### config.mk
export PLATFORM = sky130hd
export DESIGN_NAME = bafc_match
export DESIGN_NICKNAME = d
export VERILOG_FILES = /design/src/hw/rtl/bafc_pkg.sv /design/src/hw/rtl/bafc_match.sv
export SDC_FILE = /design/constraint.sdc
export NUM_CORES = 1
export LEC_CHECK = 0
export BUFFER_PORTS_ARGS = -buffer_cell sky130_fd_sc_hd__buf_2
export CAP_MARGIN = 20
export CORE_MARGIN = 2
export CORE_UTILIZATION = 50
export DETAILED_ROUTE_END_ITERATION = 16
export PLACE_DENSITY_LB_ADDON = 0.2
export SLEW_MARGIN = 20
export SYNTH_ARGS = -nofsm -noshare
export SYNTH_HDL_FRONTEND = slang
export SYNTH_SLANG_ARGS = --single-unit
### constraint.sdc
create_clock -name vclk -period 5.7
set_input_delay 0.855 -clock vclk [all_inputs]
set_output_delay 0.855 -clock vclk [all_outputs]
set_load 0.01 [all_outputs]
### src/hw/rtl/bafc_pkg.sv
package bafc_pkg;

  // fixed field widths of the event and the register file
  localparam int COL_W      = 9;
  localparam int ROW_W      = 9;
  localparam int SUPPORT_W  = 6;
  localparam int RADIUS_W   = 2;
  localparam int WINDOW_W   = 31;
  localparam int SIZE_W     = 10;
  localparam int APB_DATA_W = 32;
  localparam int APB_ADDR_W = 5;

  // signed width for window coordinates and clipping compares
  localparam int COORD_W = 14;

  // register indexes, byte address is four times the index
  typedef enum logic [2:0] {
    REG_MIN_SUPPORT   = 3'd0,
    REG_RADIUS        = 3'd1,
    REG_TIME_WINDOW   = 3'd2,
    REG_USE_POLARITY  = 3'd3,
    REG_ACTIVE_WIDTH  = 3'd4,
    REG_ACTIVE_HEIGHT = 3'd5
  } reg_index_t;

  // reset values of the registers
  localparam logic [SUPPORT_W-1:0] MIN_SUPPORT_RST   = 6'd1;
  localparam logic [RADIUS_W-1:0]  RADIUS_RST        = 2'd1;
  localparam logic [WINDOW_W-1:0]  TIME_WINDOW_RST   = 31'd10000;
  localparam logic                 USE_POLARITY_RST  = 1'b0;
  localparam logic [SIZE_W-1:0]    ACTIVE_WIDTH_RST  = 10'd512;
  localparam logic [SIZE_W-1:0]    ACTIVE_HEIGHT_RST = 10'd512;

  // register file contents as seen by the sequencer
  typedef struct packed {
    logic [SUPPORT_W-1:0] min_support;
    logic [RADIUS_W-1:0]  radius;
    logic [WINDOW_W-1:0]  time_window;
    logic                 use_polarity;
    logic [SIZE_W-1:0]    active_width;
    logic [SIZE_W-1:0]    active_height;
  } cfg_t;

  // sequencer states
  typedef enum logic [2:0] {
    ST_CLEAR,
    ST_IDLE,
    ST_SCAN,
    ST_FINISH,
    ST_RESP
  } seq_state_t;

endpackage

### src/hw/rtl/bafc_match.sv
module bafc_match #(
  parameter int TIME_BITS = 64
) (
  input  logic                              rd_valid,
  input  logic                              stored_pol,
  input  logic [TIME_BITS-1:0]              stored_time,
  input  logic                              evt_pol,
  input  logic [TIME_BITS-1:0]              evt_time,
  input  logic                              use_polarity,
  input  logic [bafc_pkg::WINDOW_W-1:0]     time_window,
  output logic                              hit
);
  import bafc_pkg::*;

  localparam int CMP_W = (TIME_BITS > WINDOW_W) ? TIME_BITS : WINDOW_W;

  logic [TIME_BITS-1:0] age;
  logic                 recent;
  logic                 pol_ok;

  // age wraps modulo the time width
  assign age    = evt_time - stored_time;
  assign recent = CMP_W'(age) <= CMP_W'(time_window);
  assign pol_ok = !use_polarity || (stored_pol == evt_pol);

  // an off event stored at a pixel never supports
  assign hit = rd_valid && stored_pol && pol_ok && recent;

endmodule

-- Word level (Yosys, flattened, before mapping)
Cells that the tools add are included.
W data, S select, Z words.
- add/sub/neg operators: 1
- multiply operators: 0
- mux-type cells: 0
- divide/modulo/power cells: 0
- shift operators: 0
- reductions and logical operators: 5
- bitwise logic cells: 0
- equality and inequality tests: 1
- order comparisons: 1
- operators with widths (operator ; count):
    $le A64 B31 Y1 ; 1
    $sub A64 B64 Y64 ; 1
    $logic_and A1 B1 Y1 ; 3
    $eq A1 B1 Y1 ; 1
    $logic_not A1 Y1 ; 1
    $logic_or A1 B1 Y1 ; 1
- output and inout bits: 1
- memories: 0
- logic and storage cells: 8
- memory bits (writable): 0
- input port bits: 163
- bits in latches: 0
- bits in read-only memories: 0
- bits in registers: 0

-- Longest topological paths before layout
- depth in word-level cells: 4
- mapped depth: 22
- gate-level depth less buffers: 22

-- Worst setup path after synthesis
OpenSTA, ideal clock, no wires.
- path type: input-to-output
- from: in evt_time[0]
- to: out hit
- path buffers: 0
- stages: 22
- arrival: 5.047 ns
- path slack: -0.202 ns
- cell sequence: inv_1 -> ha_1 -> fa_1 -> nand2b_1 -> a21o_1 -> a2111o_1 -> nand3_1 -> nand2_1 -> a21oi_1 -> o31ai_1 -> xnor2_1 -> ha_1 -> a21o_1 -> a211oi_1 -> o21bai_1 -> a211oi_1 -> a211oi_1 -> a2111o_1 -> nor4_1 -> nand3_1 -> nor4_1 -> and4_1
- longest elaborated chain between the ends: 3
- ends and longest elaborated chain (what ; line ; source):
    start, declared ; bafc_match.sv:8 ; input logic [TIME_BITS-1:0] evt_time,
    $sub A64 B64 Y64 ; bafc_match.sv:22 ; assign age = evt_time - stored_time;
    $le A64 B31 Y1 ; bafc_match.sv:23 ; assign recent = CMP_W'(age) <= CMP_W'(time_window);
    $logic_and A1 B1 Y1 ; bafc_match.sv:27 ; assign hit = rd_valid && stored_pol && pol_ok && recent;
    end, declared ; bafc_match.sv:11 ; output logic hit
Every way passes these cells.

-- Final worst setup path
Same ends and word-level chain as after synthesis.

==> impl_metrics.ini <==
[routing]
drtIter0Drc = 295
dr.pass1.iters = 5
ant_nets = 0
post-route-drc-count = 0
routed_via_density = 5.753
drt_wl_total_mm = 17.05
wl_per_cell_um = 14.64
vias = 6697

[pwr]
vdd_drop_max_mv = 0.05450
combPwrFrac = 1.000
switching_share = 0.5345
design_power_total_uw = 804.5
clock_power_share = 0
p_switching_uw = 430.0
power.share.sequential = 0
power_density_mw_per_mm2 = 117.1
power.leakage_uw = 0.003632
p_int_uw = 374.5

[timing]
final_max_slew_viol_count = 0
setup_viol = 1
slew_headroom = 0.6743
worstMarginPinSlew_ps = 483.4
period_minus_slack_ps = 5995
rsz0062_at_grt = true
fmax_mhz = 166.8
finalHoldViolCount = 0
fin_crit_sh = 1.052
fin_ws_ps = -295.0

[floorplanning]
die_area_mm2 = 0.01120
io_pins = 164
fp-row-count = 37
die_h_um = 105.8
coreArea_mm2 = 0.01018
initial_utilization = 0.5088
die_x_um = 105.8

[grt]
grt_usage = 0.2962
grt_max_degree = 12
grt_antenna_before_repair = 0
grt-ovfl-total = 0
grt_pass1_vias = 6349
grt_pass1_wl_mm = 28.12

[cells_and_area]
drive_gt1_frac = 0.2792
seq_cells = 0
fin_util = 0.6748
postLayoutCellArea_mm2 = 0.006873
finalNetCount = 1288
regArea_um2 = 0
area_growth_pct = 32.62
mostFrequentLayoutCell = buf_2
clkbuf_count = 0
final_cell_mix = buf_2, inv_1, ha_1, buf_4, a21oi_1
antenna_cells = 0

[setup_path]
crit_path_start_kind = input pin
critPathArrivalTime_ps = 5140
end_kind = output port
worstPathMaxFanout = 3
path_class = in2out
worstSetupStartpoint = evt_time[0]
cp_data_required_time_ps = 4850

[placement]
dp_hpwl_mm = 14.84
pre_cts_ws_ps = -538.2
placed_area_mm2 = 0.006773
gp_congestion = 1.006
io_buffers = 164

[synth]
ys_warn_count = 0
synth_area_mm2 = 0.005182
synth_area_per_cell_um2 = 6.454
synth_sequential_area_ratio = 0
syn_inst = 803
synthesis.nets = 1061
synth.distinct_cells = 65

[worst_hold_path]
min_path_type = in2out
min_from = evt_time[44]

[outcome]
violations = setup timing
status = finished, violations left

[flow_run]
max_cap_violations = 0
## per-stage QoR
step	cells	setup TNS, ps	hold WS [ps]
5_1_grt	1164	-484.5	2587
3_5_place_dp	1162	-538.2	2522
3_3_place_gp	1162	-492.8	2528
4_1_cts	1162	-399.8	2553
6_report	1164	-295.0	2541
2_1_floorplan	803	0	2223
## timing repair
action / CTS / global route
resized for setup: 8 / 12
setup endpoints to repair: 1 / 1
cloned: 0 / 0
hold buffers: 0 / 0
buffers inserted: 0 / 2
pin swaps: 17 / 13
## per-layer routing
metal,up-vias,routed length [um],global-route usage
li1,3388,-,-
met1,3040,7457,0.3695
met2,229,8111,0.5419
met3,40,905,0.01979
met4,0,571,0.08741
met5,-,0,0
## worst max-delay path: stages
cell      delay (ps)
buf_6             70
inv_4             30
ha_4             150
fa_2             340
nand2b_4         150
a21o_1           170
a2111o_1         460
nand3_2          120
nand2_2           80
a21oi_4          150
o31ai_2           80
xnor2_1          150
ha_1             290
a21o_1           170
a211oi_2         170
o21bai_1         110
a211oi_1         260
a211oi_1          90
a2111o_1         440
nor4_2           190
nand3_1          120
nor4_2           140
and4_1           220
buf_2            130
## cells in the mapped netlist, drive strengths merged (3+ instances only)
cell type / n / area (um2)
inv: 106 / 397.9
ha: 94 / 1176
a21oi: 81 / 409.1
nand2: 71 / 266.5
nor2: 59 / 221.5
o21ai: 52 / 264.0
nand4: 37 / 231.5
a21o: 31 / 232.7
clkbuf: 27 / 101.4
xnor2: 24 / 210.2
xor2: 21 / 183.9
nand3: 18 / 90.09
o21a: 18 / 135.1
a211oi: 14 / 105.1
o21bai: 11 / 82.58
nor3: 10 / 50.05
o31ai: 10 / 85.08
a31oi: 9 / 71.32
nor4: 8 / 50.05
or3: 8 / 50.05
nand2b: 7 / 43.79
o211ai: 7 / 52.55
nor2b: 6 / 37.54
a221oi: 4 / 35.03
buf: 4 / 20.02
o221ai: 4 / 35.03
or4: 4 / 30.03
a2111o: 3 / 33.78
a21boi: 3 / 22.52
and2: 3 / 18.77
and3: 3 / 18.77
mux2i: 3 / 30.03
nor3b: 3 / 22.52
o211a: 3 / 30.03
or2: 3 / 18.77
## power groups by stage
stage | sequential (uW) | clock, uW | combinational, uW
after floorplan | 0 | 0 | 504
after global placement | 0 | 0 | 770
after detailed placement | 0 | 0 | 777
after CTS | 0 | 0 | 786
after global routing | 0 | 0 | 892
final | 0 | 0 | 804
## cell families after synthesis
kind of cell | Yosys count | synth area share
buffers and inverters | 137 | 0.1002
AOI/OAI and AO/OA | 277 | 0.3554
and+or+nand+nor | 246 | 0.2318
muxes | 3 | 0.005795
xor gates and xnor gates | 45 | 0.07605
adders and majority gates | 95 | 0.2308
## worst paths after layout
check | to | slack, ps | cells after the start
hold / removal | hit | 2540 | 6
setup / recovery | hit | -290 | 24
## final cells by class
type | count | area (um2)
fillers | 1000 | 3312
inverters | 106 | 400.4
multi-input cells | 666 | 4778
well taps | 136 | 170.2
repair buffers | 256 | 1524
Power figures use the tool's default switching activity.
