===== config.mk =====
export PLATFORM = sky130hd
export DESIGN_NAME = bafc_cfg
export DESIGN_NICKNAME = d
export VERILOG_FILES = /design/src/hw/rtl/bafc_pkg.sv /design/src/hw/rtl/bafc_cfg.sv
export SDC_FILE = /design/constraint.sdc
export NUM_CORES = 1
export LEC_CHECK = 0
export BUFFER_PORTS_ARGS = -buffer_cell sky130_fd_sc_hd__buf_2
export CAP_MARGIN = 10
export CORE_ASPECT_RATIO = 1.25
export CORE_MARGIN = 10
export CORE_UTILIZATION = 42
export DETAILED_ROUTE_END_ITERATION = 8
export HOLD_SLACK_MARGIN = 0.15
export PLACE_DENSITY = 0.82
export SETUP_SLACK_MARGIN = 0.3
export SLEW_MARGIN = 20
export SYNTH_ARGS = -nofsm -noshare
export SYNTH_HDL_FRONTEND = slang
export SYNTH_SLANG_ARGS = --single-unit

===== constraint.sdc =====
create_clock -name clk -period 1.3 [get_ports clk]
set_clock_uncertainty 0.15 [all_clocks]
set_input_delay 0.065 -clock clk [delete_from_list [all_inputs] [get_ports clk]]
set_output_delay 0.065 -clock clk [all_outputs]
set_load 0.05 [all_outputs]

===== src/hw/rtl/bafc_pkg.sv =====
package bafc_pkg;

  // fixed field widths of the event and the register file
  localparam int COL_W      = 9;
  localparam int ROW_W      = 9;
  localparam int SUPPORT_W  = 6;
  localparam int RADIUS_W   = 2;
  localparam int WINDOW_W   = 31;
  localparam int SIZE_W     = 10;
  localparam int APB_DATA_W = 32;
  localparam int APB_ADDR_W = 5;

  // signed width for window coordinates and clipping compares
  localparam int COORD_W = 14;

  // register indexes, byte address is four times the index
  typedef enum logic [2:0] {
    REG_MIN_SUPPORT   = 3'd0,
    REG_RADIUS        = 3'd1,
    REG_TIME_WINDOW   = 3'd2,
    REG_USE_POLARITY  = 3'd3,
    REG_ACTIVE_WIDTH  = 3'd4,
    REG_ACTIVE_HEIGHT = 3'd5
  } reg_index_t;

  // reset values of the registers
  localparam logic [SUPPORT_W-1:0] MIN_SUPPORT_RST   = 6'd1;
  localparam logic [RADIUS_W-1:0]  RADIUS_RST        = 2'd1;
  localparam logic [WINDOW_W-1:0]  TIME_WINDOW_RST   = 31'd10000;
  localparam logic                 USE_POLARITY_RST  = 1'b0;
  localparam logic [SIZE_W-1:0]    ACTIVE_WIDTH_RST  = 10'd512;
  localparam logic [SIZE_W-1:0]    ACTIVE_HEIGHT_RST = 10'd512;

  // register file contents as seen by the sequencer
  typedef struct packed {
    logic [SUPPORT_W-1:0] min_support;
    logic [RADIUS_W-1:0]  radius;
    logic [WINDOW_W-1:0]  time_window;
    logic                 use_polarity;
    logic [SIZE_W-1:0]    active_width;
    logic [SIZE_W-1:0]    active_height;
  } cfg_t;

  // sequencer states
  typedef enum logic [2:0] {
    ST_CLEAR,
    ST_IDLE,
    ST_SCAN,
    ST_FINISH,
    ST_RESP
  } seq_state_t;

endpackage


===== src/hw/rtl/bafc_cfg.sv =====
module bafc_cfg (
  input  logic                             clk,
  input  logic                             rst_n,
  input  logic                             cfg_psel,
  input  logic                             cfg_penable,
  input  logic                             cfg_pwrite,
  input  logic [bafc_pkg::APB_ADDR_W-1:0]  cfg_paddr,
  input  logic [bafc_pkg::APB_DATA_W-1:0]  cfg_pwdata,
  output logic [bafc_pkg::APB_DATA_W-1:0]  cfg_prdata,
  output logic                             cfg_pready,
  output bafc_pkg::cfg_t                   cfg
);
  import bafc_pkg::*;

  cfg_t       cfg_r;
  cfg_t       cfg_nxt;
  reg_index_t reg_idx;
  logic       wr_en;

  assign cfg_pready = 1'b1;
  assign reg_idx    = reg_index_t'(cfg_paddr[APB_ADDR_W-1:2]);
  assign wr_en      = cfg_psel && cfg_penable && cfg_pwrite;
  assign cfg        = cfg_r;

  // register write decode
  always_comb begin
    cfg_nxt = cfg_r;
    if (wr_en) begin
      unique case (reg_idx)
        REG_MIN_SUPPORT:   cfg_nxt.min_support   = cfg_pwdata[SUPPORT_W-1:0];
        REG_RADIUS:        cfg_nxt.radius        = cfg_pwdata[RADIUS_W-1:0];
        REG_TIME_WINDOW:   cfg_nxt.time_window   = cfg_pwdata[WINDOW_W-1:0];
        REG_USE_POLARITY:  cfg_nxt.use_polarity  = cfg_pwdata[0];
        REG_ACTIVE_WIDTH:  cfg_nxt.active_width  = cfg_pwdata[SIZE_W-1:0];
        REG_ACTIVE_HEIGHT: cfg_nxt.active_height = cfg_pwdata[SIZE_W-1:0];
        default:           cfg_nxt = cfg_r;
      endcase
    end
  end

  // read mux, unmapped addresses read zero
  always_comb begin
    cfg_prdata = '0;
    unique case (reg_idx)
      REG_MIN_SUPPORT:   cfg_prdata = APB_DATA_W'(cfg_r.min_support);
      REG_RADIUS:        cfg_prdata = APB_DATA_W'(cfg_r.radius);
      REG_TIME_WINDOW:   cfg_prdata = APB_DATA_W'(cfg_r.time_window);
      REG_USE_POLARITY:  cfg_prdata = APB_DATA_W'(cfg_r.use_polarity);
      REG_ACTIVE_WIDTH:  cfg_prdata = APB_DATA_W'(cfg_r.active_width);
      REG_ACTIVE_HEIGHT: cfg_prdata = APB_DATA_W'(cfg_r.active_height);
      default:           cfg_prdata = '0;
    endcase
  end

  always_ff @(posedge clk) begin
    if (!rst_n) begin
      cfg_r.min_support   <= MIN_SUPPORT_RST;
      cfg_r.radius        <= RADIUS_RST;
      cfg_r.time_window   <= TIME_WINDOW_RST;
      cfg_r.use_polarity  <= USE_POLARITY_RST;
      cfg_r.active_width  <= ACTIVE_WIDTH_RST;
      cfg_r.active_height <= ACTIVE_HEIGHT_RST;
    end else begin
      cfg_r <= cfg_nxt;
    end
  end

endmodule


==> flow_summary.toml, run 1 <==
[run_status]
outcome = "aborted with a tool error"
lastStage = "5_1_grt"
tool.error = "[ERROR DPL-0038] Utilization greater than 100%, impossible to legalize"

[synthesis]
synthFlopType = "dfxtp_1"
yosys.area.top_type_share_pct = 42.5
synth_nets = 357
ys_async_sr_fraction_pct = 0
synthTopCellsByArea = "dfxtp_1 42%, mux2i_1 20%, nand2_1 12%"
synthXorXnorAreaFrac_pct = 0
ys_warn_count = 0
synth.most_common_cell = "nand2_1"
ys_seq_area_share_pct = 42.5
synth-seq-cells = 60
synth_compound_area_share_pct = 7.35
syn_inst = 315
muxShareOfSynthArea_pct = 22.6
synth_common_cells = "87 x nand2_1, 60 x dfxtp_1, 56 x mux2i_1"
synth_adder_area_share_pct = 0
yosysTopAreaCell = "dfxtp_1"
synth_top_family_by_area = "multiplexers"
syn_area_per_cell_um2 = 8.98
synth_area_um2 = 2830
synth.distinct_cells = 30
synth_edf_count = 0
yosys.area_share.simple_pct = 22.0

[place]
hpwl_mm = 6.92
gp_congestion = 0.837
dpl_cell_area_um2 = 4190
dp_slack_ns = -0.366
io_buffers = 129

[clock_tree]
cts_made_buffers = 9
cts_buffer_depth = 2
clkSinkCount = 60
htree_num_levels = 3
root_buffer = "clkbuf_8"

[die]
rows = 33
io_pins = 135
start_util_pct = 43.1
die_w_um = 93.4
die_h_um = 112

[grt]
grt_max_degree = 47

[timing]
worst-ep-kind = "primary output"
crit_endpoint = "cfg_prdata[1]"
## logic make-up after synthesis
group	Yosys count
buf+inv	30
other cells	2
flops	60
compound gates	31
simple gates	129
mux	63
## metrics by stage
stage | utilization (%) | cells
2_1_floorplan | - | 315
3_3_place_gp | 63.8 | 538
3_5_place_dp | 63.8 | 538
4_1_cts | 91.1 | 608
## timing repair
action                     in CTS
hold buffers                   32
gates cloned                    3
pin swaps                      23
setup buffers                  19
resized for setup             302
hold endpoints to repair       60
setup endpoints to repair     128
==> inputs of run 2 (changes only) <==
--- a/config.mk
+++ b/config.mk
@@ -7,13 +7,10 @@
 export LEC_CHECK = 0
 export BUFFER_PORTS_ARGS = -buffer_cell sky130_fd_sc_hd__buf_2
 export CAP_MARGIN = 10
-export CORE_ASPECT_RATIO = 1.25
 export CORE_MARGIN = 10
-export CORE_UTILIZATION = 42
+export CORE_UTILIZATION = 40
 export DETAILED_ROUTE_END_ITERATION = 8
-export HOLD_SLACK_MARGIN = 0.15
-export PLACE_DENSITY = 0.82
-export SETUP_SLACK_MARGIN = 0.3
+export PLACE_DENSITY_LB_ADDON = 0.15
 export SLEW_MARGIN = 20
 export SYNTH_ARGS = -nofsm -noshare
 export SYNTH_HDL_FRONTEND = slang
==> constraint.sdc (replaced) <==
create_clock -name clk -period 1.69 [get_ports clk]
set_clock_uncertainty 0.15 [all_clocks]
set_input_delay 0.0845 -clock clk [delete_from_list [all_inputs] [get_ports clk]]
set_output_delay 0.0845 -clock clk [all_outputs]
set_load 0.05 [all_outputs]
==> run 2 against run 1 <==
  * The flow now finishes without violations
  * Area after synthesis unchanged
  * Synthesized cell count unchanged
==> flow_summary.toml, run 2 <==
[synthesis]
ys_async_sr_fraction_pct = 0
syn_area_per_cell_um2 = 8.98
synth.distinct_cells = 30
synth_edf_count = 0
synth_area_um2 = 2830
synth.most_common_cell = "nand2_1"
syn_inst = 315
yosys.area.top_type_share_pct = 42.5
yosysTopAreaCell = "dfxtp_1"
ys_warn_count = 0
synthTopCellsByArea = "dfxtp_1 42%, mux2i_1 20%, nand2_1 12%"
synthFlopType = "dfxtp_1"
synth-seq-cells = 60
ys_seq_area_share_pct = 42.5
synth_common_cells = "87 x nand2_1, 60 x dfxtp_1, 56 x mux2i_1"
synth_nets = 357

[worst_setup_path]
slowest_stage = "dfxtp_1"
path_class = "reg -> out"
endpoint_kind = "primary output"
worstPathRequired_ns = 1.46
r2r_cells = 2
critPathMaxFanout = 3
path_cells = "mux2_2 -> a22oi_1 -> o21ai_2 -> buf_2"
critPathArrivalTime_ns = 1.40
max_stage_delay_ns = 0.34
start_kind = "flop"

[grt]
use_met3_pct = 4.40
busiest_layer = "met2"
grt-ovfl-total = 0
grtUsageTotal_pct = 16.5
grt_antenna_before_repair = 0
grt_pass1_wl_mm = 14.8
met1_usage_pct = 18.8
grt.met2_usage_pct = 28.7
grt_pass1_vias = 2855
grt_max_degree = 39

[layout]
finalNetCount = 515
stdcell_area_um2 = 4160
largest_reg_flops = 60
layout_common_cells = "126 x buf_2, 87 x nand2_1, 58 x dfxtp_1"
final_common_cell = "buf_2"
drive_gt1_share_pct = 37.0
num_antenna_cells = 0
area_growth_pct = 47.0
final_util_pct = 60.9

[clock_tree]
htree_num_levels = 3
post_cts_buffers = 0
cts_made_buffers = 9
cts_buffer_depth = 2
root_buffer = "clkbuf_8"
cts.reportedPaths.clkPinSlew_ns = 0.07
clkSinkCount = 60
worstSkewPairLatency_ns = 0.32
tritoncts = "done"

[die]
io_pins = 135
start_util_pct = 41.4
rows = 30
core_um2 = 6830
die_h_um = 104
die_w_um = 104
die_area_um2 = 10800

[worst_hold_path]
worst_hold_path.num_cells = 3
hp-class = "in -> reg"

[place]
hpwl_mm = 6.45
io_buffers = 129
gp_congestion = 0.728
dpl_cell_area_um2 = 3590

[run]
cap_violations = 0

[power]
p_total_mw = 3.10
p_leak_nw = 2.02
peakVddDrop_mv = 0.463
powerDensity_nw_per_um2 = 747

[timing]
fmax_mhz = 613
whs_ns = 0.0733
setup_tns_ns = 0
setup_viol = 0
hold_viol_final = 0
min_period_over_period_pct = 96.6
drv_slew = 0
rsz0062_at_grt = "yes"
period_needed_ns = 1.63

[route]
ant_nets = 0
wl_mm = 9.00
dr.pass1.iters = 4
viasPerCell = 4.71
detail_route.wl_per_cell_um = 15.7
drtIter0Drc = 100
vias = 2701
drt_drc_violations_left = 0

[run_status]
outcome = "finished, final reports clean"
## run 2: cell counts after synthesis
Identical to the previous run, type by type.
## run 2: repair_timing
item                                   4_1_cts  5_1_grt
pin swaps                                    0        3
endpoints found under the hold margin       60        0
setup endpoints to repair                    2        3
hold buffers                                33        0
resized for setup                            4        8
## run 2: cell families after synthesis
kind of cell | Yosys count | share of synthesized area, %
compound gates | 31 | 7.35
buf+inv | 30 | 5.31
simple gates | 129 | 22.0
mux | 63 | 22.6
flops | 60 | 42.5
other cells | 2 | 0.266
## run 2: worst paths after layout
kind	startpoint	end	slack [ns]
setup / recovery	cfg[25]	cfg_prdata[4]	0.06
hold / removal	cfg_paddr[3]	cfg[20]	0.07
setup reg to reg	cfg[25]	cfg[25]	0.85
hold reg to reg	cfg[55]	cfg[55]	0.32
## run 2: layout make-up
| type | instances | area (um2) |
|---|---|---|
| fillers | 639 | 2670 |
| multi-input cells | 225 | 1530 |
| flip-flops and latches | 60 | 1200 |
| repair buffers | 172 | 1090 |
| clock buffers | 12 | 145 |
| well taps | 96 | 120 |
| clock inverters | 4 | 48.8 |
| inverters | 5 | 18.8 |
## run 2: worst max-delay path: cells and delay by family, from the launching register on
| family | cells | cell delay [ns] |
|---|---|---|
| DFF | 1 | 0.34 |
| muxes | 1 | 0.27 |
| AOI/OAI and AO/OA | 2 | 0.24 |
| buffers and inverters | 1 | 0.21 |
## run 2: per-stage QoR
step	setup slack (ns)	std cells
after floorplan	-0.207	315
after global placement	0.133	525
after detailed placement	0.115	525
after CTS	0.0213	574
after global routing	-0.0231	574
final	0.0574	574
## run 2: power by group
group,switching (mW),internal [mW],leakage [nW],total [mW]
Clock,0.549,0.721,0.100,1.27
Sequential,0.00809,1.42,0.485,1.43
Combinational,0.242,0.161,1.43,0.402
## run 2: layer usage
layer,wire [um],up-vias
met5,0,-
met4,131,0
met3,444,11
met2,4540,69
met1,3880,1249
li1,-,1372
Note: power is estimated with default switching activity, not from simulation.
