## src/hw/rtl/bafc_pkg.sv

```systemverilog
package bafc_pkg;

  // fixed field widths of the event and the register file
  localparam int COL_W      = 9;
  localparam int ROW_W      = 9;
  localparam int SUPPORT_W  = 6;
  localparam int RADIUS_W   = 2;
  localparam int WINDOW_W   = 31;
  localparam int SIZE_W     = 10;
  localparam int APB_DATA_W = 32;
  localparam int APB_ADDR_W = 5;

  // signed width for window coordinates and clipping compares
  localparam int COORD_W = 14;

  // register indexes, byte address is four times the index
  typedef enum logic [2:0] {
    REG_MIN_SUPPORT   = 3'd0,
    REG_RADIUS        = 3'd1,
    REG_TIME_WINDOW   = 3'd2,
    REG_USE_POLARITY  = 3'd3,
    REG_ACTIVE_WIDTH  = 3'd4,
    REG_ACTIVE_HEIGHT = 3'd5
  } reg_index_t;

  // reset values of the registers
  localparam logic [SUPPORT_W-1:0] MIN_SUPPORT_RST   = 6'd1;
  localparam logic [RADIUS_W-1:0]  RADIUS_RST        = 2'd1;
  localparam logic [WINDOW_W-1:0]  TIME_WINDOW_RST   = 31'd10000;
  localparam logic                 USE_POLARITY_RST  = 1'b0;
  localparam logic [SIZE_W-1:0]    ACTIVE_WIDTH_RST  = 10'd512;
  localparam logic [SIZE_W-1:0]    ACTIVE_HEIGHT_RST = 10'd512;

  // register file contents as seen by the sequencer
  typedef struct packed {
    logic [SUPPORT_W-1:0] min_support;
    logic [RADIUS_W-1:0]  radius;
    logic [WINDOW_W-1:0]  time_window;
    logic                 use_polarity;
    logic [SIZE_W-1:0]    active_width;
    logic [SIZE_W-1:0]    active_height;
  } cfg_t;

  // sequencer states
  typedef enum logic [2:0] {
    ST_CLEAR,
    ST_IDLE,
    ST_SCAN,
    ST_FINISH,
    ST_RESP
  } seq_state_t;

endpackage

```

## src/hw/rtl/bafc_seq.sv

```systemverilog
module bafc_seq #(
  parameter int MAX_WIDTH  = 512,
  parameter int MAX_HEIGHT = 512,
  parameter int MAX_RADIUS = 3,
  parameter int TIME_BITS  = 64,
  parameter int DEPTH      = 262144,
  parameter int AW         = 18
) (
  input  logic                          clk,
  input  logic                          rst_n,
  input  bafc_pkg::cfg_t                cfg,
  input  logic                          in_valid,
  output logic                          in_stall,
  input  logic [TIME_BITS-1:0]          in_timestamp,
  input  logic [bafc_pkg::COL_W-1:0]    in_col,
  input  logic [bafc_pkg::ROW_W-1:0]    in_row,
  input  logic                          in_polarity,
  output logic                          out_valid,
  input  logic                          out_stall,
  output logic                          out_keep,
  output logic                          mem_we,
  output logic                          mem_re,
  output logic [AW-1:0]                 mem_addr,
  output logic [TIME_BITS:0]            mem_wdata,
  output logic                          rd_valid,
  output logic                          evt_pol,
  output logic [TIME_BITS-1:0]          evt_time,
  input  logic                          hit
);
  import bafc_pkg::*;

  localparam int RW     = $clog2(MAX_RADIUS + 1) + 1;
  localparam int CELLS  = (2 * MAX_RADIUS + 1) * (2 * MAX_RADIUS + 1);
  localparam int CNT_W  = $clog2(CELLS + 1);
  localparam int KCMP_W = (CNT_W > SUPPORT_W) ? CNT_W : SUPPORT_W;
  localparam logic [AW-1:0] LAST_ADDR = AW'(DEPTH - 1);

  seq_state_t state_r, state_nxt;

  logic [AW-1:0]          clr_addr_r, clr_addr_nxt;
  logic                   rd_pend_r, rd_pend_nxt;
  logic                   out_valid_r, out_valid_nxt;
  logic                   out_keep_r, out_keep_nxt;
  logic [TIME_BITS-1:0]   ts_r, ts_nxt;
  logic [COL_W-1:0]       col_r, col_nxt;
  logic [ROW_W-1:0]       row_r, row_nxt;
  logic                   pol_r, pol_nxt;
  logic                   outside_r, outside_nxt;
  logic signed [RW-1:0]   rad_r, rad_nxt;
  logic signed [RW-1:0]   dx_r, dx_nxt;
  logic signed [RW-1:0]   dy_r, dy_nxt;
  logic [CNT_W-1:0]       count_r, count_nxt;

  logic signed [COORD_W-1:0] w_lim, h_lim;
  logic signed [COORD_W-1:0] cell_x, cell_y;
  logic signed [COORD_W-1:0] in_x, in_y;
  logic signed [RW-1:0]      rad_sat;
  logic                      outside_in;
  logic                      cell_inside;
  logic                      last_cell;
  logic                      accept;
  logic                      out_load;
  logic                      keep_calc;
  logic [AW-1:0]             cell_addr;
  logic [AW-1:0]             evt_addr;
  logic [CNT_W-1:0]          count_acc;

  // active area and radius clamped to the built maximum
  assign w_lim = ({{(COORD_W-SIZE_W){1'b0}}, cfg.active_width} > COORD_W'(MAX_WIDTH)) ?
                 COORD_W'(MAX_WIDTH) : {{(COORD_W-SIZE_W){1'b0}}, cfg.active_width};
  assign h_lim = ({{(COORD_W-SIZE_W){1'b0}}, cfg.active_height} > COORD_W'(MAX_HEIGHT)) ?
                 COORD_W'(MAX_HEIGHT) : {{(COORD_W-SIZE_W){1'b0}}, cfg.active_height};
  assign rad_sat = (32'(cfg.radius) > 32'(MAX_RADIUS)) ? RW'(MAX_RADIUS) : RW'(cfg.radius);

  // incoming event position check
  assign in_x       = {{(COORD_W-COL_W){1'b0}}, in_col};
  assign in_y       = {{(COORD_W-ROW_W){1'b0}}, in_row};
  assign outside_in = (in_x >= w_lim) || (in_y >= h_lim);

  // current window cell, clipped at the sensor edges
  assign cell_x = signed'({{(COORD_W-COL_W){1'b0}}, col_r}) + COORD_W'(dx_r);
  assign cell_y = signed'({{(COORD_W-ROW_W){1'b0}}, row_r}) + COORD_W'(dy_r);
  assign cell_inside = (cell_x >= 0) && (cell_x < w_lim) && (cell_y >= 0) && (cell_y < h_lim);
  assign last_cell   = (dx_r == rad_r) && (dy_r == rad_r);

  // pixel addresses, row major at the built width
  assign cell_addr = AW'(unsigned'(cell_y)) * AW'(MAX_WIDTH) + AW'(unsigned'(cell_x));
  assign evt_addr  = AW'(row_r) * AW'(MAX_WIDTH) + AW'(col_r);

  assign count_acc = count_r + CNT_W'(hit);
  assign keep_calc = !outside_r && (KCMP_W'(count_r) >= KCMP_W'(cfg.min_support));

  assign rd_valid  = rd_pend_r;
  assign evt_pol   = pol_r;
  assign evt_time  = ts_r;
  assign out_valid = out_valid_r;
  assign out_keep  = out_keep_r;

  // next state
  always_comb begin
    state_nxt = state_r;
    unique case (state_r)
      ST_CLEAR:  if (clr_addr_r == LAST_ADDR) state_nxt = ST_IDLE;
      ST_IDLE:   if (in_valid) state_nxt = outside_in ? ST_RESP : ST_SCAN;
      ST_SCAN:   if (last_cell) state_nxt = ST_FINISH;
      ST_FINISH: state_nxt = ST_RESP;
      ST_RESP:   if (!out_valid_r || !out_stall) state_nxt = ST_IDLE;
      default:   state_nxt = ST_IDLE;
    endcase
  end

  // state outputs: handshake and store port
  always_comb begin
    in_stall  = 1'b1;
    accept    = 1'b0;
    out_load  = 1'b0;
    mem_we    = 1'b0;
    mem_re    = 1'b0;
    mem_addr  = cell_addr;
    mem_wdata = {pol_r, ts_r};
    unique case (state_r)
      ST_CLEAR: begin
        mem_we    = 1'b1;
        mem_addr  = clr_addr_r;
        mem_wdata = '0;
      end
      ST_IDLE: begin
        in_stall = 1'b0;
        accept   = in_valid;
      end
      ST_SCAN: begin
        mem_re = cell_inside;
      end
      ST_FINISH: begin
        mem_we   = 1'b1;
        mem_addr = evt_addr;
      end
      ST_RESP: begin
        out_load = !out_valid_r || !out_stall;
      end
      default: begin
        in_stall = 1'b1;
      end
    endcase
  end

  // datapath next values
  always_comb begin
    clr_addr_nxt  = clr_addr_r;
    ts_nxt        = ts_r;
    col_nxt       = col_r;
    row_nxt       = row_r;
    pol_nxt       = pol_r;
    outside_nxt   = outside_r;
    rad_nxt       = rad_r;
    dx_nxt        = dx_r;
    dy_nxt        = dy_r;
    count_nxt     = count_r;
    rd_pend_nxt   = (state_r == ST_SCAN) && cell_inside;
    out_keep_nxt  = out_load ? keep_calc : out_keep_r;
    out_valid_nxt = out_load ? 1'b1 : (out_valid_r && out_stall);

    if (state_r == ST_CLEAR) begin
      clr_addr_nxt = clr_addr_r + AW'(1);
    end

    // capture the event and start the window at its top left corner
    if (accept) begin
      ts_nxt      = in_timestamp;
      col_nxt     = in_col;
      row_nxt     = in_row;
      pol_nxt     = in_polarity;
      outside_nxt = outside_in;
      rad_nxt     = rad_sat;
      dx_nxt      = -rad_sat;
      dy_nxt      = -rad_sat;
      count_nxt   = '0;
    end

    // walk the window column by column, counting last cycle's read
    if (state_r == ST_SCAN) begin
      count_nxt = count_acc;
      if (dy_r == rad_r) begin
        dy_nxt = -rad_r;
        dx_nxt = dx_r + RW'(1);
      end else begin
        dy_nxt = dy_r + RW'(1);
      end
    end

    // final read lands while the event is written back
    if (state_r == ST_FINISH) begin
      count_nxt = count_acc;
    end
  end

  // control registers
  always_ff @(posedge clk) begin
    if (!rst_n) begin
      state_r     <= ST_CLEAR;
      clr_addr_r  <= '0;
      rd_pend_r   <= 1'b0;
      out_valid_r <= 1'b0;
    end else begin
      state_r     <= state_nxt;
      clr_addr_r  <= clr_addr_nxt;
      rd_pend_r   <= rd_pend_nxt;
      out_valid_r <= out_valid_nxt;
    end
  end

  // payload registers
  always_ff @(posedge clk) begin
    out_keep_r <= out_keep_nxt;
    ts_r       <= ts_nxt;
    col_r      <= col_nxt;
    row_r      <= row_nxt;
    pol_r      <= pol_nxt;
    outside_r  <= outside_nxt;
    rad_r      <= rad_nxt;
    dx_r       <= dx_nxt;
    dy_r       <= dy_nxt;
    count_r    <= count_nxt;
  end

endmodule

```

## config.mk

```make
export PLATFORM = sky130hd
export DESIGN_NAME = bafc_seq
export DESIGN_NICKNAME = d
export VERILOG_FILES = /design/src/hw/rtl/bafc_pkg.sv /design/src/hw/rtl/bafc_seq.sv
export SDC_FILE = /design/constraint.sdc
export NUM_CORES = 1
export LEC_CHECK = 0
export BUFFER_PORTS_ARGS = -buffer_cell sky130_fd_sc_hd__buf_2
export CAP_MARGIN = 20
export CORE_MARGIN = 2
export CORE_UTILIZATION = 50
export CTS_BUF_LIST = sky130_fd_sc_hd__clkbuf_8
export DETAILED_ROUTE_END_ITERATION = 12
export GPL_TIMING_DRIVEN = 0
export PLACE_DENSITY = 0.83
export SETUP_SLACK_MARGIN = 0.2
export SKIP_CTS_REPAIR_TIMING = 1
export SYNTH_ARGS = -nofsm -noshare
export SYNTH_HDL_FRONTEND = slang
export SYNTH_SLANG_ARGS = --single-unit
```

## constraint.sdc

```tcl
create_clock -name clk -period 4.4 [get_ports clk]
set_input_delay 0.44 -clock clk [delete_from_list [all_inputs] [get_ports clk]]
set_output_delay 0.44 -clock clk [all_outputs]
set_load 0.05 [all_outputs]
```

; ---- After elaboration in Yosys (flattened, before gate mapping)
; Index checks and enable logic that the tools add are counted.
; W data, S select, Z words.
[totals]
n_memories = 0
in_bits = 148
elab_cells = 86
ramBits = 0
mem_bits_ro = 0
register_bits = 122
latch_bits = 0
output_inout_bits = 154
[classes]
reduce_logical = 17
n_div = 0
mux = 25
bitwise_logic = 0
multipliers = 0
eq_ne = 11
n_addsub = 10
n_shift = 0
magnitude_cmp = 9
[ops]
columns = cell, n
row1 = $mux W65, 1
row2 = $pmux W18 S2, 1
row3 = $mux W3, 11
row4 = $add A10 B3 Y11, 2
row5 = $ge A11 B1 Y1 const B, 2
row6 = $lt A11 B11 Y1, 2
row7 = $ge A9 B10 Y1, 2
row8 = $gt A10 B10 Y1 const B, 2
row9 = $mux W10, 2
row10 = $add A18 B1 Y18 const B, 1
row11 = $add A18 B14 Y18, 1
row12 = $add A18 B9 Y18, 1
row13 = $eq A18 B18 Y1 const B, 1
row14 = $mux W6, 3
row15 = $pmux W3 S5, 1
row16 = $ne A2 B2 Y1 const B, 4
row17 = $logic_and A1 B1 Y1, 7
row18 = $add A3 B2 Y3 const B, 2
row19 = $add A6 B1 Y6, 1
row20 = $eq A3 B2 Y1 const B, 2
row21 = $eq A3 B3 Y1, 2
row22 = $ge A6 B6 Y1, 1
row23 = $mux W1, 6
row24 = $neg A2 Y3, 2
row25 = 9 further kinds, 12

; ---- Depth between registers and ports, before layout
[logic_depth]
ltp_word = 7
depth_mapped = 18
ltp_nobuf = 18

; ---- Worst setup path before layout
; Ideal clock, no wire load.
[synth_path]
kind = register -> output
startpoint = register col_r[0]
endpoint = output mem_addr[15]
path_buffers = 0
arrival_ps = 4457
path_stages_with_launch = 17
required_time_ps = 3960
setup_slack_ps = -497
path_cell_list = edfxtp_1 ha_1 fa_1 a211oi_2 nor2_1 o311ai_1 nand2_1 a21oi_2 xnor2_1 inv_1 fa_1 nor2b_1 o21ai_0 a21boi_0 o21ai_1 xnor2_1 o21ai_0
[synth_via]
elab_chain_len = 3
word_cells_on_any_way = 4
cone_classes = add/sub: 3 / mux: 1
[synth_rtl]
columns = item, line_no
row1 = from (decl), bafc_seq.sv:45  ; logic [COL_W-1:0] col_r, col_nxt;
row2 = from (signal assigned), bafc_seq.sv:216  ; col_r <= col_nxt;
row3 = $add A10 B3 Y11, bafc_seq.sv:81  ; assign cell_x = signed'({{(COORD_W-COL_W){1'b0}}, col_r}) + COORD_W'(dx_r);
row4 = $add A18 B14 Y18, bafc_seq.sv:87  ; assign cell_addr = AW'(unsigned'(cell_y)) * AW'(MAX_WIDTH) + AW'(unsigned'(cell_x));
row5 = $pmux W18 S2 (*), bafc_seq.sv:121  ; unique case (state_r)
row6 = to (decl), bafc_seq.sv:23  ; output logic [AW-1:0] mem_addr,
; Every way passes the cells marked *; elsewhere a longest branch is shown, timed or not.

; ---- Worst setup path after layout
[layout_path]
startpoint = register col_r[1]
endpoint = output mem_addr[17]
; Same word-level chain as after synthesis.

==> out/qor.txt <==
Clk slew on worst S/H paths -> 0.08 ns
Dpl ws -> -0.2739 ns
Failing checks -> negative setup slack
Post-synth top cells -> edfxtp_1, and2_1, ha_1
Seq cells post-synth -> 122
CTS root buf -> clkbuf_8
RePlAce Congestion -> 0.9327
Worst Path Buf+Inv -> 2
CTS buffer count -> 17
TNS Setup -> -0.6207 ns
DRC viols -> 0
Critical path's top delay family -> compound AO/OA/AOI/OAI gates
Arr. time, crit path -> 4.22 ns
Max VDD drop -> 0.0004053 V
H-Tree Depth -> 4
Filler instances -> 1095
Clock latency on the worst-skew pair -> 0.44 ns
IO Pins -> 302
Initial Utilization -> 51.43%
Via-to-Cell Ratio -> 5.399
Final setup fails -> 3
Die X -> 124.0 µm
Fmax -> 214.8 MHz
Largest net degree at the start of global routing -> 50
Maximum capacitance violations -> 0
Number of synthesized flops with an enable pin -> 96
Multi-input gate area -> 3764 µm²
Worst EP required -> 3.96 ns
Hold Fails Final Rpt -> 0
Share of cells above drive strength 1 -> 36.05%
Post-Layout Cell Count -> 1162
Leak Pwr -> 4.384 nW
Most used DFF post-synth -> edfxtp_1
CTS tree -> built
First-pass GRT wire length -> 29860 µm
Netlist cell types -> 61
Fraction of registers with async set/reset -> 0%
Routed Wire Length -> 21110 µm
Worst path cell trace -> ha_1 -> a21o_1 -> a21oi_1 -> nand2b_1 -> a21oi_1 -> a21oi_1 -> o21bai_1 -> xor2_1 -> ha_1 -> inv_1 -> fa_2 -> nor2b_4 -> o21ai_2 -> a21boi_2 -> o21ai_2 -> nor3_2 -> xnor2_2 -> o21ai_4 -> buf_6
Sink Count -> 122
Avg Inst Size Synth -> 10.74 µm²
Status -> finished with violations
Final Max Slew Viols -> 0
Worst min-delay path class -> in2reg
Gr usage total -> 26.44%
Most frequent CP cell -> a21oi_1
Cell row count -> 43
Worst setup EP type -> output port
Final Cycle Share -> 105.8%
Remaining Overflow, GRT -> 0
Post-DRT Antenna Nets -> 0
Placeable Area -> 13990 µm²
Via count -> 6274
Placed Cells -> 1120
Slowest cell on crit path -> edfxtp_1
Critical path class -> reg2out
Drt initial violations -> 407
Largest cells by area after synthesis -> edfxtp_1, ha_1, dfxtp_1
Crit path largest cell delay -> 0.46 ns
WL per Instance -> 18.17 µm
I/O Buffers -> 269
Worst Skew -> 0.009651 ns
Area Growth Syn to Fin -> 32.07%
RSZ-0062 raised after global routing -> true
Critical path peak fanout -> 3
YS warnings -> 0
Die H -> 124.0 µm
Dominant cell by count in the synthesized netlist -> edfxtp_1
Crit start category -> flop
Syn nets -> 895
Worst relative slew slack -> 55.45%
Antenna cells -> 0
Mapped Cells -> 670
Nets -> 1194
Vias in the first global route -> 5912
HPWL after DPL -> 16070 µm
Sequential-to-total area share from yosys stat -> 47.30%
Slew of the pin with the lowest slew margin -> 0.6596 ns
Die area -> 15360 µm²
Pwr per Cell Area -> 331.9 nW/µm²
Reg area -> 3408 µm²
Area leader, netlist -> edfxtp_1
Final core utilization -> 67.92%
Longest Clk Path Bufs -> 2
Synth top area share -> 40.07%
Final WS setup -> -0.2555 ns
Drt pass-1 iters -> 5
Mapped cell area -> 7194 µm²
Initial antenna violation count -> 1
Fin crit period -> 4.655 ns
[flip-flops by register name, indices dropped and copies added (netlist names), 2 cells and up]
signal and cells:
clr_addr_r 18, col_r 9, count_r 6, dx_r 3, dy_r 3, evt_time 64, rad_r 2, row_r 9
state_r 3
[cell type report]
cell class                 count  area share (%)
inverter                      35           1.409
multi-input combinational    496           39.61
clock inverter                15           1.738
buffer                        17          0.7769
timing repair buffer         280           15.76
sequential                   122           35.87
tap                          180           2.370
clock buffer                  17           2.462
[report_power, final]
group          switching (mW)  total (mW)  internal, mW
combinational           0.436       0.847         0.411
clock                   0.512        1.03         0.513
sequential             0.0277        1.28          1.25
[final timing paths]
path	slack (ns)	endpoint	start	depth (start not counted)
max reg2reg	0.71	rd_valid$_SDFF_PN0_	col_r[1]$_DFFE_PP_	17
min	0.16	evt_time[7]$_DFFE_PP_	in_timestamp[7]	1
min reg2reg	0.53	clr_addr_r[1]$_SDFFE_PN0P_	clr_addr_r[1]$_SDFFE_PN0P_	2
max	-0.26	mem_addr[17]	col_r[1]$_DFFE_PP_	19
[metal layers]
layer  global-route usage (%)  part of all wire [%]  vias up
met4                    8.708                   2.0        0
met1                    32.56                    40     2984
met3                    7.692                   7.0       33
met2                    44.68                    51      240
met5                        0                     0        -
li1                         -                     -     3017
[per-stage QoR]
stage,hold slack (ns),total power [mW],cell area [µm²]
CTS,0.1383,2.951,9218
floorplan,0.4694,1.757,7217
detailed placement,0.5222,1.937,8818
finish,0.1630,3.154,9502
global route,0.1380,3.303,9502
global placement,0.4942,1.912,8788
[logic make-up after synthesis]
logic type	count (synthesis)	synth area share, %
simple gates	242	18.12
compound gates	131	12.28
flops	122	47.30
fa+ha+maj	77	13.70
buf+inv	52	2.852
xor+xnor	44	5.461
mux	2	0.2783
[placed cells by master (no fill, tap or decap), types with 3 or more instances in the layout]
master / n
ha_1: 69
clkinv_1: 3
inv_6: 4
xor2_1: 22
o21ai_0: 20
buf_4: 12
clkbuf_1: 14
a22oi_1: 17
clkinv_4: 4
clkbuf_8: 17
ha_4: 3
buf_6: 8
a21boi_1: 3
a211oi_1: 4
nor2_1: 28
a31oi_1: 3
a21o_1: 12
and2_1: 82
o21bai_1: 3
or3_1: 7
nand2_1: 67
nor2b_1: 8
edfxtp_1: 96
nor3_1: 7
xnor2_1: 18
nand4_1: 4
buf_2: 262
o21ai_1: 4
o211ai_1: 4
nand2b_1: 9
inv_1: 30
o21a_1: 4
nand3_1: 11
o2111ai_1: 3
dfxtp_1: 24
a21oi_1: 24
o21ai_2: 4
a21boi_0: 6
nor4_1: 3
Power figures use the tool's default switching activity.
